**config.mk**
```make
export PLATFORM = sky130hd
export DESIGN_NAME = demod_lock_acquisition_sequencer
export DESIGN_NICKNAME = d
export VERILOG_FILES = /design/src/hdl/dlas_pkg.sv /design/src/hdl/dlas_core.sv /design/src/hdl/demod_lock_acquisition_sequencer.sv
export SDC_FILE = /design/constraint.sdc
export NUM_CORES = 1
export LEC_CHECK = 0
export BUFFER_PORTS_ARGS = -buffer_cell sky130_fd_sc_hd__buf_2
export CAP_MARGIN = 20
export CELL_PAD_IN_SITES_DETAIL_PLACEMENT = 1
export CELL_PAD_IN_SITES_GLOBAL_PLACEMENT = 1
export CORE_ASPECT_RATIO = 0.9
export CORE_MARGIN = 4
export CORE_UTILIZATION = 53
export CTS_BUF_LIST = sky130_fd_sc_hd__clkbuf_8 sky130_fd_sc_hd__clkbuf_16
export DETAILED_ROUTE_END_ITERATION = 6
export GPL_TIMING_DRIVEN = 0
export PLACE_DENSITY = 0.95
export SLEW_MARGIN = 0
export SYNTH_ARGS = -nofsm -noshare
export SYNTH_HDL_FRONTEND = slang
export SYNTH_HIERARCHICAL = 1
export SYNTH_SLANG_ARGS = --single-unit
export TNS_END_PERCENT = 30
```
**constraint.sdc**
```tcl
create_clock -name aclk -period 8.9 [get_ports aclk]
set_clock_uncertainty 0.1 [all_clocks]
set_input_delay 0 -clock aclk [delete_from_list [all_inputs] [get_ports aclk]]
set_output_delay 0 -clock aclk [all_outputs]
set_load 0.05 [all_outputs]
```
**src/hdl/dlas_pkg.sv**
```systemverilog
// ----------------------------------------------------------------------------
// Lock acquisition sequencer package
// Shared word types, field widths and the status, event and command codes.
// ----------------------------------------------------------------------------
package dlas_pkg;

    // Field widths.
    localparam int FreqWidth   = 20;
    localparam int MhzWidth    = 11;
    localparam int StatusWidth = 4;
    localparam int EventWidth  = 2;
    localparam int CmdWidth    = 3;
    localparam int CfgIdxWidth = 3;
    localparam int CfgDataWidth = 3;

    // Frequency conversion: kHz / 1000 as a multiply by a rounded-up
    // reciprocal. The error term stays below one LSB for any 20-bit input.
    localparam int                   KhzPerMhz   = 1000;
    localparam int                   MhzShift    = 29;
    localparam logic [FreqWidth-1:0] MhzRecip    =
        FreqWidth'(((64'd1 << MhzShift) + KhzPerMhz - 1) / KhzPerMhz);
    localparam logic [FreqWidth-1:0] DefaultKhz  = FreqWidth'(474000);
    localparam logic [MhzWidth-1:0]  DefaultMhz  = MhzWidth'(474000 / KhzPerMhz);

    // Operation codes of an input word.
    localparam logic OP_TICK    = 1'b0;
    localparam logic OP_REQUEST = 1'b1;

    // Status codes.
    localparam logic [StatusWidth-1:0] ST_IDLE     = 4'd0;
    localparam logic [StatusWidth-1:0] ST_SCAN     = 4'd1;
    localparam logic [StatusWidth-1:0] ST_PLAY     = 4'd2;
    localparam logic [StatusWidth-1:0] ST_GI420    = 4'd3;
    localparam logic [StatusWidth-1:0] ST_GI945    = 4'd4;
    localparam logic [StatusWidth-1:0] ST_AUTOWAIT = 4'd5;
    localparam logic [StatusWidth-1:0] ST_LOCKED   = 4'd6;
    localparam logic [StatusWidth-1:0] ST_MANUAL   = 4'd7;
    localparam logic [StatusWidth-1:0] ST_UNLOCKED = 4'd8;

    // Notify events.
    localparam logic [EventWidth-1:0] EV_NONE     = 2'd0;
    localparam logic [EventWidth-1:0] EV_LOCKED   = 2'd1;
    localparam logic [EventWidth-1:0] EV_WAIT     = 2'd2;
    localparam logic [EventWidth-1:0] EV_UNLOCKED = 2'd3;

    // Demodulator commands.
    localparam logic [CmdWidth-1:0] CMD_NONE        = 3'd0;
    localparam logic [CmdWidth-1:0] CMD_TUNE_SCAN   = 3'd1;
    localparam logic [CmdWidth-1:0] CMD_TUNE_MANUAL = 3'd2;
    localparam logic [CmdWidth-1:0] CMD_AUTO_RESET  = 3'd3;
    localparam logic [CmdWidth-1:0] CMD_MANUAL      = 3'd4;

    // Configuration register indexes.
    localparam logic [CfgIdxWidth-1:0] CFG_AUTO_WAIT_LIMIT    = 3'd0;
    localparam logic [CfgIdxWidth-1:0] CFG_GUARD_TRIAL_LIMIT  = 3'd1;
    localparam logic [CfgIdxWidth-1:0] CFG_MANUAL_CHECK_TICKS = 3'd2;
    localparam logic [CfgIdxWidth-1:0] CFG_UNLOCK_THRESHOLD   = 3'd3;

    // Input word.
    typedef struct packed {
        logic                 op;
        logic [FreqWidth-1:0] freq_khz;
        logic                 force_play;
        logic                 req_guard_945;
        logic                 auto_done;
        logic                 demod_locked;
    } in_word_t;

    // Result word.
    typedef struct packed {
        logic [StatusWidth-1:0] status;
        logic [EventWidth-1:0]  event_res;
        logic [CmdWidth-1:0]    command;
        logic [MhzWidth-1:0]    tune_mhz;
        logic                   cmd_guard_945;
    } out_word_t;

    // Configuration registers as seen by the sequencer core.
    typedef struct packed {
        logic [2:0] auto_wait_limit;
        logic [1:0] guard_trial_limit;
        logic [2:0] manual_check_ticks;
        logic [2:0] unlock_threshold;
    } cfg_regs_t;

endpackage

```
**src/hdl/dlas_core.sv**
```systemverilog
// ----------------------------------------------------------------------------
// Lock acquisition sequencer core
// Holds the acquisition state and computes one step of it for each word.
// ----------------------------------------------------------------------------
module dlas_core (
    input  logic                aclk,
    input  logic                aresetn,
    input  logic                step,
    input  dlas_pkg::in_word_t  item,
    input  dlas_pkg::cfg_regs_t cfg,
    output dlas_pkg::out_word_t result
);

    typedef enum logic [3:0] {
        S_IDLE     = 4'd0,
        S_SCAN     = 4'd1,
        S_PLAY     = 4'd2,
        S_GI420    = 4'd3,
        S_GI945    = 4'd4,
        S_AUTOWAIT = 4'd5,
        S_LOCKED   = 4'd6,
        S_MANUAL   = 4'd7,
        S_UNLOCKED = 4'd8
    } state_t;

    state_t                          state_reg, state_next;
    logic                            pending_reg, pending_next;
    logic                            pend_force_reg, pend_force_next;
    logic                            req_guard_reg, req_guard_next;
    logic                            active_guard_reg, active_guard_next;
    logic [dlas_pkg::MhzWidth-1:0]   tuned_mhz_reg, tuned_mhz_next;
    logic [2:0]                      auto_wait_reg, auto_wait_next;
    logic [1:0]                      guard_try_reg, guard_try_next;
    logic [2:0]                      check_tick_reg, check_tick_next;
    logic [2:0]                      unlock_tick_reg, unlock_tick_next;

    logic [2*dlas_pkg::FreqWidth-1:0] freq_product;
    logic [dlas_pkg::MhzWidth-1:0]    freq_mhz;
    logic [dlas_pkg::EventWidth-1:0]  ev;
    logic [dlas_pkg::CmdWidth-1:0]    cmd;
    logic [dlas_pkg::MhzWidth-1:0]    mhz;
    logic                             gsel;

    // Request frequency in MHz through the reciprocal multiply.
    assign freq_product = {{dlas_pkg::FreqWidth{1'b0}}, item.freq_khz}
                        * {{dlas_pkg::FreqWidth{1'b0}}, dlas_pkg::MhzRecip};
    assign freq_mhz     = freq_product[dlas_pkg::MhzShift +: dlas_pkg::MhzWidth];

    // One step of the acquisition sequence.
    always_comb begin
        state_next        = state_reg;
        pending_next      = pending_reg;
        pend_force_next   = pend_force_reg;
        req_guard_next    = req_guard_reg;
        active_guard_next = active_guard_reg;
        tuned_mhz_next    = tuned_mhz_reg;
        auto_wait_next    = auto_wait_reg;
        guard_try_next    = guard_try_reg;
        check_tick_next   = check_tick_reg;
        unlock_tick_next  = unlock_tick_reg;
        ev   = dlas_pkg::EV_NONE;
        cmd  = dlas_pkg::CMD_NONE;
        mhz  = '0;
        gsel = 1'b0;

        if (item.op == dlas_pkg::OP_REQUEST) begin
            tuned_mhz_next  = freq_mhz;
            pend_force_next = item.force_play;
            req_guard_next  = item.req_guard_945;
            pending_next    = 1'b1;
        end else begin
            // A pending start takes effect before the step itself.
            if (pending_reg) begin
                state_next        = pend_force_reg ? S_PLAY : S_SCAN;
                active_guard_next = req_guard_reg;
                pending_next      = 1'b0;
            end

            case (state_next)
                S_SCAN: begin
                    cmd            = dlas_pkg::CMD_TUNE_SCAN;
                    mhz            = tuned_mhz_reg;
                    guard_try_next = '0;
                    auto_wait_next = cfg.auto_wait_limit;
                    state_next     = S_AUTOWAIT;
                    ev             = dlas_pkg::EV_WAIT;
                end
                S_PLAY: begin
                    cmd              = dlas_pkg::CMD_TUNE_MANUAL;
                    mhz              = tuned_mhz_reg;
                    gsel             = active_guard_next;
                    guard_try_next   = '0;
                    auto_wait_next   = '0;
                    check_tick_next  = '0;
                    unlock_tick_next = '0;
                    state_next       = S_MANUAL;
                end
                S_GI420, S_GI945: begin
                    active_guard_next = (state_next == S_GI945);
                    cmd               = dlas_pkg::CMD_AUTO_RESET;
                    gsel              = active_guard_next;
                    auto_wait_next    = '0;
                    state_next        = S_AUTOWAIT;
                end
                S_AUTOWAIT: begin
                    if (item.auto_done && item.demod_locked) begin
                        cmd              = dlas_pkg::CMD_MANUAL;
                        gsel             = active_guard_next;
                        check_tick_next  = '0;
                        unlock_tick_next = '0;
                        state_next       = S_MANUAL;
                    end else begin
                        ev = dlas_pkg::EV_WAIT;
                    end
                end
                S_LOCKED: begin
                    if (!item.demod_locked) begin
                        state_next       = S_MANUAL;
                        check_tick_next  = '0;
                        unlock_tick_next = '0;
                    end
                end
                S_MANUAL, S_UNLOCKED: begin
                    if (!item.demod_locked) begin
                        state_next       = S_MANUAL;
                        unlock_tick_next = unlock_tick_reg + 3'd1;
                    end
                    check_tick_next = check_tick_reg + 3'd1;
                    // End of the check window decides lock or renewed search.
                    if (check_tick_next >= cfg.manual_check_ticks) begin
                        if (unlock_tick_next >= cfg.unlock_threshold) begin
                            ev             = dlas_pkg::EV_WAIT;
                            state_next     = S_AUTOWAIT;
                            auto_wait_next = cfg.auto_wait_limit;
                        end else begin
                            ev = dlas_pkg::EV_LOCKED;
                        end
                        check_tick_next  = '0;
                        unlock_tick_next = '0;
                    end
                end
                default: begin
                end
            endcase

            // Event resolution: lock entry, wait counting and guard trials.
            if (ev == dlas_pkg::EV_LOCKED) begin
                auto_wait_next = '0;
                guard_try_next = '0;
                state_next     = S_LOCKED;
            end else if (ev == dlas_pkg::EV_WAIT && state_next == S_AUTOWAIT) begin
                if (auto_wait_next < cfg.auto_wait_limit) begin
                    auto_wait_next = auto_wait_next + 3'd1;
                    ev             = dlas_pkg::EV_NONE;
                end else begin
                    auto_wait_next = '0;
                    state_next     = guard_try_next[0] ? S_GI420 : S_GI945;
                    if (guard_try_next < cfg.guard_trial_limit) begin
                        guard_try_next = guard_try_next + 2'd1;
                        ev             = dlas_pkg::EV_NONE;
                    end else begin
                        guard_try_next = '0;
                        ev             = dlas_pkg::EV_UNLOCKED;
                    end
                end
            end
        end
    end

    // Result of the current word; only meaningful for a tick.
    assign result.status        = state_next;
    assign result.event_res     = ev;
    assign result.command       = cmd;
    assign result.tune_mhz      = mhz;
    assign result.cmd_guard_945 = gsel;

    // Sequencer state.
    always_ff @(posedge aclk) begin
        if (!aresetn) begin
            state_reg        <= S_IDLE;
            pending_reg      <= 1'b0;
            pend_force_reg   <= 1'b0;
            req_guard_reg    <= 1'b0;
            active_guard_reg <= 1'b0;
            tuned_mhz_reg    <= dlas_pkg::DefaultMhz;
            auto_wait_reg    <= '0;
            guard_try_reg    <= '0;
            check_tick_reg   <= '0;
            unlock_tick_reg  <= '0;
        end else if (step) begin
            state_reg        <= state_next;
            pending_reg      <= pending_next;
            pend_force_reg   <= pend_force_next;
            req_guard_reg    <= req_guard_next;
            active_guard_reg <= active_guard_next;
            tuned_mhz_reg    <= tuned_mhz_next;
            auto_wait_reg    <= auto_wait_next;
            guard_try_reg    <= guard_try_next;
            check_tick_reg   <= check_tick_next;
            unlock_tick_reg  <= unlock_tick_next;
        end
    end

`ifndef SYNTH
    // A pending start is always consumed by the next tick.
    assert property (@(posedge aclk) disable iff (!aresetn)
        step && item.op == dlas_pkg::OP_TICK |=> !pending_reg)
        else $error("pending start survived a tick");

    // A request never changes the sequencer status.
    assert property (@(posedge aclk) disable iff (!aresetn)
        step && item.op == dlas_pkg::OP_REQUEST |=> $stable(state_reg))
        else $error("request changed the status");
`endif

endmodule

```
**src/hdl/demod_lock_acquisition_sequencer.sv**
```systemverilog
// ----------------------------------------------------------------------------
// Demodulator lock acquisition sequencer
// Input register, sequencer core and result register with config registers.
// ----------------------------------------------------------------------------
// Path: a tick word passes the input register, then the result register.
// Throughput: one word per cycle, set by the single-pass core step, as
// long as the receiver takes results without stalling.
// A request word updates state and gives no result.
// Reset: synchronous, active low; the sequencer returns to idle, the
// frequency to 474 MHz and the configuration registers to their defaults.
module demod_lock_acquisition_sequencer (
    input  logic                                aclk,
    input  logic                                aresetn,
    input  logic                                s_valid,
    output logic                                s_ready,
    input  dlas_pkg::in_word_t                  s_data,
    output logic                                m_valid,
    input  logic                                m_ready,
    output dlas_pkg::out_word_t                 m_data,
    input  logic                                cfg_valid,
    output logic                                cfg_ready,
    input  logic [dlas_pkg::CfgIdxWidth-1:0]    cfg_index,
    input  logic [dlas_pkg::CfgDataWidth-1:0]   cfg_data
);

    logic                 in_valid_reg, in_valid_next;
    dlas_pkg::in_word_t   in_word_reg;
    logic                 out_valid_reg, out_valid_next;
    dlas_pkg::out_word_t  out_word_reg;
    dlas_pkg::out_word_t  core_result;
    dlas_pkg::cfg_regs_t  cfg_reg, cfg_next;
    logic                 advance;
    logic                 is_tick;

    // A held word advances when it gives no result or the result slot frees.
    assign is_tick   = (in_word_reg.op == dlas_pkg::OP_TICK);
    assign advance   = in_valid_reg && (!is_tick || !out_valid_reg || m_ready);
    assign s_ready   = !in_valid_reg || advance;
    assign cfg_ready = 1'b1;
    assign m_valid   = out_valid_reg;
    assign m_data    = out_word_reg;

    always_comb begin
        in_valid_next = s_valid ? 1'b1 : (advance ? 1'b0 : in_valid_reg);
        if (advance && is_tick) begin
            out_valid_next = 1'b1;
        end else if (m_ready) begin
            out_valid_next = 1'b0;
        end else begin
            out_valid_next = out_valid_reg;
        end
    end

    // Configuration register writes.
    always_comb begin
        cfg_next = cfg_reg;
        if (cfg_valid) begin
            case (cfg_index)
                dlas_pkg::CFG_AUTO_WAIT_LIMIT:    cfg_next.auto_wait_limit    = cfg_data;
                dlas_pkg::CFG_GUARD_TRIAL_LIMIT:  cfg_next.guard_trial_limit  = cfg_data[1:0];
                dlas_pkg::CFG_MANUAL_CHECK_TICKS: cfg_next.manual_check_ticks = cfg_data;
                dlas_pkg::CFG_UNLOCK_THRESHOLD:   cfg_next.unlock_threshold   = cfg_data;
                default: begin
                end
            endcase
        end
    end

    // Sequencer step between the two registers.
    dlas_core u_core (
        .aclk    (aclk),
        .aresetn (aresetn),
        .step    (advance),
        .item    (in_word_reg),
        .cfg     (cfg_reg),
        .result  (core_result)
    );

    // Control state and configuration.
    always_ff @(posedge aclk) begin
        if (!aresetn) begin
            in_valid_reg  <= 1'b0;
            out_valid_reg <= 1'b0;
            cfg_reg       <= '{auto_wait_limit: 3'd3, guard_trial_limit: 2'd2,
                               manual_check_ticks: 3'd4, unlock_threshold: 3'd1};
        end else begin
            in_valid_reg  <= in_valid_next;
            out_valid_reg <= out_valid_next;
            cfg_reg       <= cfg_next;
        end
    end

    // Payload registers.
    always_ff @(posedge aclk) begin
        if (s_valid && s_ready) begin
            in_word_reg <= s_data;
        end
        if (advance && is_tick) begin
            out_word_reg <= core_result;
        end
    end

`ifndef SYNTH
    // Every tick that leaves the input register shows up as a result word.
    assert property (@(posedge aclk) disable iff (!aresetn)
        advance && is_tick |=> out_valid_reg)
        else $error("tick produced no result word");

    // A request never fills an empty result slot.
    assert property (@(posedge aclk) disable iff (!aresetn)
        advance && !is_tick && !(out_valid_reg && !m_ready) |=> !out_valid_reg)
        else $error("request produced a result word");

    // Only tune commands carry a frequency.
    assert property (@(posedge aclk) disable iff (!aresetn)
        m_valid && m_data.command != dlas_pkg::CMD_TUNE_SCAN
            && m_data.command != dlas_pkg::CMD_TUNE_MANUAL |-> m_data.tune_mhz == '0)
        else $error("frequency on a non-tune command");

    // The locked event always comes with the locked status.
    assert property (@(posedge aclk) disable iff (!aresetn)
        m_valid && m_data.event_res == dlas_pkg::EV_LOCKED
            |-> m_data.status == dlas_pkg::ST_LOCKED)
        else $error("locked event without locked status");
`endif

endmodule

```
# Word level (Yosys, flattened, before mapping)
# Index checks and enable logic that the tools add are counted.
[classes]
n_reduce_logical = 27
mul = 1
n_eq_ne = 16
add_sub_neg = 4
n_mux = 56
magnitude_cmp = 4
n_bitwise = 2
[op_table]
columns = ["op", "n"]
rows = [
  ["$mux 3", 15],
  ["$mux 4", 11],
  ["$mul 20x20->40 const B", 1],
  ["$pmux 3 s4", 3],
  ["$mux 2", 15],
  ["$eq 4x3->1 const B", 5],
  ["$pmux 4 s5", 1],
  ["$reduce_and 2->1", 6],
  ["$add 3x1->3 const B", 3],
  ["$pmux 3 s3", 1],
  ["$eq 4x2->1 const B", 2],
  ["$mux 1", 8],
  ["$reduce_or 2->1", 4],
  ["$eq 3x2->1 const B", 2],
  ["$ge 3x3->1", 2],
  ["$pmux 2 s3", 1],
  ["$reduce_or 3->1", 2],
  ["$logic_and 1x1->1", 5],
  ["$reduce_and 5->1", 1],
  ["$eq 4x1->1 const B", 1],
  ["$eq 4x4->1 const B", 1],
  ["$reduce_bool 2->1", 2],
  ["$reduce_bool 4->1", 1],
  ["$eq 3x1->1 const B", 1],
  ["other kinds (12)", 16],
]
[word_totals]
regBits = 89
output_inout_bits = 24

# Depth between registers and ports, before layout
# Gate-level depths: netlist of run 1.
[logic_depth]
ltp_word = 17
depth_mapped = 20

# Modules after synthesis
# Netlist of run 1, hierarchy kept.
[by_module_without_submodules]
columns = ["module", "instances", "area_each_um2", "cells_each"]
rows = [
  ["dlas_core", 1, 7293.2, 821],
  ["demod_lock_acquisition_sequencer", 1, 1981.9, 104],
]

# Least setup slack after synthesis of run 1
# Ideal clock, no wire load.
[synth_timing]
path_kind = "register -> register"
start = "register in_word_reg[8] (netlist bit)"
end = "register u_core/tuned_mhz_reg[9] (netlist bit)"
path_stages_with_launch = 19
t_required_ps = 8678
setup_ps = 122
slack_ps = 3567
n_path_buf = 0
t_arrival_ps = 5111
cell_sequence = "edfxtp_1 ha_1 ha_1 fa_1 fa_1 fa_1 fa_1 inv_1 fa_1 inv_1 ha_1 nand4_1 a2111oi_0 o21ai_1 nand3_1 nand3_2 o21bai_1 o21ai_1 a221o_1"
[synth_via]
elab_chain_len = 1
[synth_lines]
columns = ["item", "line", "text"]
rows = [
  ["start: declaration", "demod_lock_acquisition_sequencer.sv:27", "dlas_pkg::in_word_t in_word_reg;"],
  ["start signal: assignment", "demod_lock_acquisition_sequencer.sv:96", "in_word_reg <= s_data;"],
  ["$mul 20x20->40", "dlas_core.sv:46", "* {{dlas_pkg::FreqWidth{1'b0}}, dlas_pkg::MhzRecip};"],
  ["end signal: assignment", "dlas_core.sv:185", "tuned_mhz_reg <= dlas_pkg::DefaultMhz;"],
  ["end signal: assignment", "dlas_core.sv:196", "tuned_mhz_reg <= tuned_mhz_next;"],
  ["end: declaration", "dlas_core.sv:31", "logic [dlas_pkg::MhzWidth-1:0] tuned_mhz_reg, tuned_mhz_next;"],
]
# No other way between the ends.
# A chain may end at the register's enable or synchronous reset.

# Worst setup path in the final report of run 1
[layout_timing]
start = "register in_word_reg[12] (netlist bit)"
end = "register u_core/tuned_mhz_reg[9] (netlist bit)"
# Same word-level chain as after synthesis.

==> impl_metrics.py, run 1 <==
metrics = {
    "run_status": {
        "status": "finished, final reports clean",
    },
    "drt": {
        "avgRoutedWirePerCell_microns": 35.1,
        "drc_errors": 0,
        "vias": 9017,
        "wl_microns": 44700,
        "antenna_left": 0,
        "first_pass_iters": 7,
        "drt_iter0_markers": 1322,
        "viasPerCell": 7.08,
    },
    "worst_setup_path": {
        "cp_common_cell": "ha_1",
        "startpoint_type": "register",
        "crit_path_cell_trace": "ha_1 -> ha_1 -> ha_1 -> inv_1 -> fa_1 -> inv_1 -> fa_1 -> fa_1 -> ha_1 -> ha_1 -> nand4_1 -> a2111oi_0 -> o21ai_1 -> nand3_1 -> nand3_2 -> o21bai_1 -> o21ai_1 -> a221o_1",
        "rr_startpoint": "in_word_reg[12]$_DFFE_PP_",
        "arrival_ns": 7.66,
        "crit_required_ns": 9.08,
        "crit_buf_inv": 2,
        "cp_top_family": "adder cells",
        "worstSetupEndpointType": "register",
        "criticalPathCategory": "reg2reg",
        "worstPathMaxFanout": 7,
        "slowest_delay_ns": 0.79,
        "cp-startpoint": "in_word_reg[12]$_DFFE_PP_",
        "cp_slowest_cell": "fa_1",
    },
    "layout": {
        "drive_gt1_share_pct": 10.5,
        "fin_cells": 1274,
        "area_growth_pct": 13.9,
        "stdcell_area_sq_um": 10600,
        "final_nets": 1335,
        "largest_register_ffs": 25,
    },
    "clock_tree": {
        "htreeDepth": 3,
        "cts_tree": "yes",
        "post_cts_buffers": 0,
        "clkSlewWorstSetupHoldPaths_ns": 0.09,
        "hold_buffers": 37,
        "clock-sinks": 89,
        "cts_resized": 0,
        "cts_buffers": 9,
        "clk_latency_ns": 0.39,
        "root_buffer": "clkbuf_16",
        "clk_path_buf_depth": 2,
    },
    "sta": {
        "slew_violations": 0,
        "hold_violations": 0,
        "rsz0062_at_grt": "no",
        "fin_crit_ns": 7.48,
        "timing.final.crit_share_pct": 84.0,
        "worst_pin_slew_ns": 0.941,
        "slew_headroom_pct": 37.0,
        "setup-tns-final_ns": 0,
        "max_clock_freq_ghz": 0.134,
        "final-setup-viol-count": 0,
    },
    "flow_run": {
        "max_cap_viol_count": 0,
    },
    "synth": {
        "netlist-cell-type-count": 74,
        "synth_edf_count": 46,
        "yosysTopAreaCellShare_pct": 24.4,
        "synth_area_leaders": "ha_1 24%, fa_1 18%, edfxtp_1 15%",
        "ys_seq_area_share_pct": 24.2,
        "synth_nets": 1227,
        "ys.warnings.count": 6,
        "syn_avg_cell_area_sq_um": 10.0,
        "syn-instance-count": 925,
        "synth_area_sq_um": 9280,
        "async_flop_share_pct": 0,
        "synth_seq_cells": 89,
        "yosysTopAreaCell": "ha_1",
        "synth_ff_type": "edfxtp_1",
    },
    "floorplan": {
        "fp.coreArea_sq_um": 17000,
        "die_w_microns": 147,
        "io_pins": 60,
        "initial_core_util_pct": 54.5,
        "die_height_microns": 134,
        "dieArea_sq_um": 19700,
        "rows": 45,
    },
    "pwr": {
        "ir_drop_v": 0.000154,
        "power_leakage_nw": 5.21,
        "powerDensity_nw_per_um2": 268,
    },
    "grt": {
        "grt_pass1_vias": 10000,
        "grt_usage_pct": 47.1,
        "antenna_found_initial": 1,
        "grt_max_degree": 22,
        "gr-total-overflow": 0,
        "grt_pass1_wl_microns": 66500,
    },
    "placement": {
        "finalWeightedCongestion": 0.917,
        "dpl.hpwl_microns": 24400,
        "io_buffers": 58,
        "dp.cells": 1220,
        "dpl-instance-area_sq_um": 9890,
    },
    "hold_path": {
        "min_path_type": "in2reg",
        "hold_start": "s_data[19]",
    },
}
## layout make-up
| class | count | area [sq um] |
|---|---|---|
| diodes | 1 | 2.50 |
| plain buffers | 21 | 96.3 |
| clock buffers | 10 | 239 |
| clock inverters | 6 | 55.1 |
| fillers | 1895 | 6440 |
| inverters | 199 | 747 |
| multi-input cells | 616 | 6190 |
| flip-flops and latches | 89 | 2240 |
| well taps | 235 | 294 |
| repair buffers | 97 | 691 |
## synth_stat cells (all sizes together) (5+ instances only)
cell / number
a21boi: 8
a21o: 8
a21oi: 27
and2: 18
and3: 5
buf: 11
clkbuf: 10
dfxtp: 43
edfxtp: 46
fa: 85
ha: 181
inv: 199
mux2i: 14
nand2: 56
nand2b: 14
nand3: 14
nand4: 6
nand4b: 5
nor2: 34
nor2b: 20
nor3: 8
o211ai: 5
o21a: 6
o21ai: 32
xor2: 5
## kinds of logic (layout without fill, tap and decap cells)
group	after synthesis	in the layout	synth area share [%]
adders and majority gates	266	266	42.8
buffers and inverters	220	333	9.09
and+or+nand+nor	196	196	11.3
AOI/OAI and AO/OA	126	126	9.77
DFF	89	89	24.2
muxes	18	18	2.00
xor gates and xnor gates	9	9	0.850
other	1	2	0.0404
## worst paths after layout
kind / end / slack [ns] / depth (start not counted)
setup / recovery: u_core/tuned_mhz_reg[9]$_SDFFE_PN0P_ / 1.42 / 18
setup reg to reg: u_core/tuned_mhz_reg[9]$_SDFFE_PN0P_ / 1.42 / 18
hold / removal: in_word_reg[19]$_DFFE_PP_ / 0.22 / 2
hold reg to reg: u_core/tuned_mhz_reg[6]$_SDFFE_PN1P_ / 0.40 / 2
## stage by stage
stage	util [%]	power (mW)	setup slack (ns)	hold WS, ns
CTS	62.1	2.48	2.31	0.230
global placement	58.0	1.71	2.75	0.0768
global route	62.1	2.89	1.32	0.229
detailed placement	58.2	1.96	2.46	0.0787
floorplan	-	1.43	3.57	-0.00113
finish	62.1	2.83	1.42	0.224
## metal layers
metal | routed length (microns) | vias to the layer above | GRT usage [%]
met5 | 13 | - | 0.250
met4 | 5220 | 2 | 40.9
met3 | 5860 | 465 | 20.5
met2 | 19100 | 1013 | 70.5
met1 | 14500 | 4247 | 50.8
li1 | - | 3290 | -
## where the power goes
group	total, mW	switching, mW	internal, mW
logic	1.94	1.25	0.688
registers	0.478	0.0286	0.449
clock network	0.414	0.210	0.204
## placed cells by master, fill, tap and decap left out, types with 17 or more instances in the layout
master,netlist,layout
inv_1,198,198
dfxtp_1,43,43
dlygate4sd3_1,0,37
buf_2,8,66
o21ai_0,20,20
fa_1,85,85
ha_1,181,181
nor2b_1,19,17
nor2_1,33,33
and2_1,17,17
edfxtp_1,46,46
a21oi_1,26,26
nand2_1,56,56
## worst reg2reg max path: cells and delay by family (launching register included)
kind | cells | cell delay (ns)
adder cells (fa/ha/maj) | 8 | 3.63
AO/OA/AOI/OAI | 5 | 1.88
buffers and inverters | 2 | 0.24
AND/OR/NAND/NOR | 3 | 0.78
flip-flops | 1 | 0.75
Note: power is estimated with default switching activity, not from simulation.
==> run 2, diff against run 1 <==
- CORE_UTILIZATION: 53 -> 45
- PLACE_DENSITY: 0.95 -> 0.89
- clock period: 8.9 -> 6.2 ns (I/O delays scaled with it)
==> run 2 against run 1 <==
  * Worst setup slack lost 1.3 ns
  * Via count down 16%
  * Utilization down 8.5 points
  * Register-to-register slack worse by 1.3 ns
==> impl_metrics.py, run 2 (synthesized netlist as in run 1, its figures left out) <==
metrics = {
    "sta": {
        "timing.final.crit_share_pct": 97.3,
        "slew_headroom_pct": 47.0,
        "worst_slack_ns": 0.168,
        "final-setup-viol-count": 0,
        "slew_violations": 0,
        "max_clock_freq_ghz": 0.166,
        "hold_violations": 0,
        "fin_crit_ns": 6.03,
        "worst_pin_slew_ns": 0.785,
        "hold_ws_ns": 0.0304,
    },
    "layout": {
        "largest_register_ffs": 25,
        "final_util_pct": 53.7,
        "fin_cells": 1311,
        "antenna_cells": 0,
        "final_nets": 1353,
        "layout_commonest_cell": "inv_1",
        "drive_gt1_share_pct": 13.0,
        "final_cell_mix": "200 x inv_1, 180 x ha_1, 85 x fa_1",
        "area_growth_pct": 16.3,
    },
    "clock_tree": {
        "clkSlewWorstSetupHoldPaths_ns": 0.07,
        "clk_path_buf_depth": 2,
        "clk_latency_ns": 0.35,
        "htreeDepth": 3,
        "cts_tree": "yes",
        "cts_buffers": 9,
        "clock-sinks": 89,
        "root_buffer": "clkbuf_16",
    },
    "flow_run": {
        "max_cap_viol_count": 0,
    },
    "grt": {
        "grt_pass1_wl_microns": 47100,
        "gr-total-overflow": 0,
        "grt_usage_pct": 26.5,
        "antenna_found_initial": 0,
        "grt_pass1_vias": 8631,
        "grt_max_degree": 21,
    },
    "floorplan": {
        "die_w_microns": 159,
        "die_height_microns": 144,
        "dieArea_sq_um": 23000,
        "rows": 49,
        "initial_core_util_pct": 46.1,
        "fp.coreArea_sq_um": 20100,
        "io_pins": 60,
    },
    "placement": {
        "io_buffers": 58,
        "dpl.hpwl_microns": 22200,
        "finalWeightedCongestion": 0.950,
        "pre_cts_slack_ns": -0.301,
        "dp.cells": 1240,
    },
    "drt": {
        "avgRoutedWirePerCell_microns": 23.4,
        "vias": 7536,
        "drc_errors": 0,
        "first_pass_iters": 5,
        "drt_iter0_markers": 436,
        "antenna_left": 0,
        "viasPerCell": 5.75,
        "wl_microns": 30700,
    },
    "run_status": {
        "status": "finished, final reports clean",
    },
    "pwr": {
        "ir_drop_v": 0.000223,
        "power_mw": 3.52,
        "powerDensity_nw_per_um2": 326,
        "power_leakage_nw": 5.33,
    },
    "hold_path": {
        "min_path_type": "in2reg",
    },
    "worst_setup_path": {
        "worstSetupEndpointType": "register",
        "criticalPathCategory": "reg2reg",
        "arrival_ns": 6.17,
        "startpoint_type": "register",
        "crit_required_ns": 6.34,
        "worstPathMaxFanout": 7,
    },
}
-- run 2: changes by cell type in the layout (fill, tap and decap cells not counted), sizes merged --
cell,before,now
clkinv,1,2
dlygate4sd3,37,32
clkbuf,20,22
diode,1,0
buf,71,94
inv,204,201
-- run 2: where the power goes --
part           internal, mW  switching [mW]  total, mW
logic                 0.911            1.38       2.29
registers             0.645          0.0279      0.673
clock network         0.314           0.236      0.550
total                  1.87            1.65       3.52
-- run 2: path summary, 6_finish.rpt --
check        cells after the start                                   end  slack (ns)                                 start
max                             20  u_core/tuned_mhz_reg[9]$_SDFFE_PN0P_        0.17              in_word_reg[6]$_DFFE_PP_
min                              3               cfg_reg[0]$_SDFFE_PN1P_        0.03                             cfg_valid
max reg2reg                     20  u_core/tuned_mhz_reg[9]$_SDFFE_PN0P_        0.17              in_word_reg[6]$_DFFE_PP_
min reg2reg                      1  u_core/guard_try_reg[0]$_SDFFE_PN0P_        0.35  u_core/guard_try_reg[0]$_SDFFE_PN0P_
-- run 2: worst max-delay path, cell delays in order (launching register included) --
cell       delay [ns]
edfxtp_1         0.54
ha_4             0.33
ha_1             0.15
inv_1            0.07
fa_1             0.46
fa_1             0.49
inv_1            0.05
fa_1             0.48
fa_1             0.57
inv_1            0.08
fa_1             0.55
inv_1            0.07
ha_1             0.31
nand4_1          0.22
a2111oi_4        0.39
o21ai_2          0.15
nand3_2          0.13
nand3_4          0.14
o21bai_4         0.20
o21ai_1          0.11
a221o_1          0.35
-- run 2: layout make-up --
type                    instances  area, sq um
plain buffers                  21         96.3
multi-input cells             616         6260
clock inverters                 4         17.5
inverters                     199          747
clock buffers                  12          278
flip-flops and latches         89         2240
well taps                     255          319
fillers                      2247         9320
repair buffers                115          826
-- run 2: per-layer routing --
layer,share of wire [%],global-route usage [%],wire length [microns]
met1,38,30.3,11800
met2,51,49.2,15800
met3,5.6,4.42,1720
met4,4.7,12.1,1430
met5,0,0,0
-- run 2: repair_timing --
| item | in CTS | in global routing |
|---|---|---|
| resized for setup | 2 | 9 |
| hold endpoints to repair | 38 | 0 |
| pin swaps | 0 | 3 |
| setup endpoints to repair | 8 | 8 |
| hold buffers | 32 | 0 |
| setup buffers | 14 | 9 |
-- run 2: through the flow --
step | cell area (sq um) | setup TNS (ns)
after floorplan | 9280 | 0
after global placement | 9880 | 0
after detailed placement | 9930 | -1.12
after CTS | 10700 | 0
after global routing | 10800 | -0.0497
final | 10800 | 0
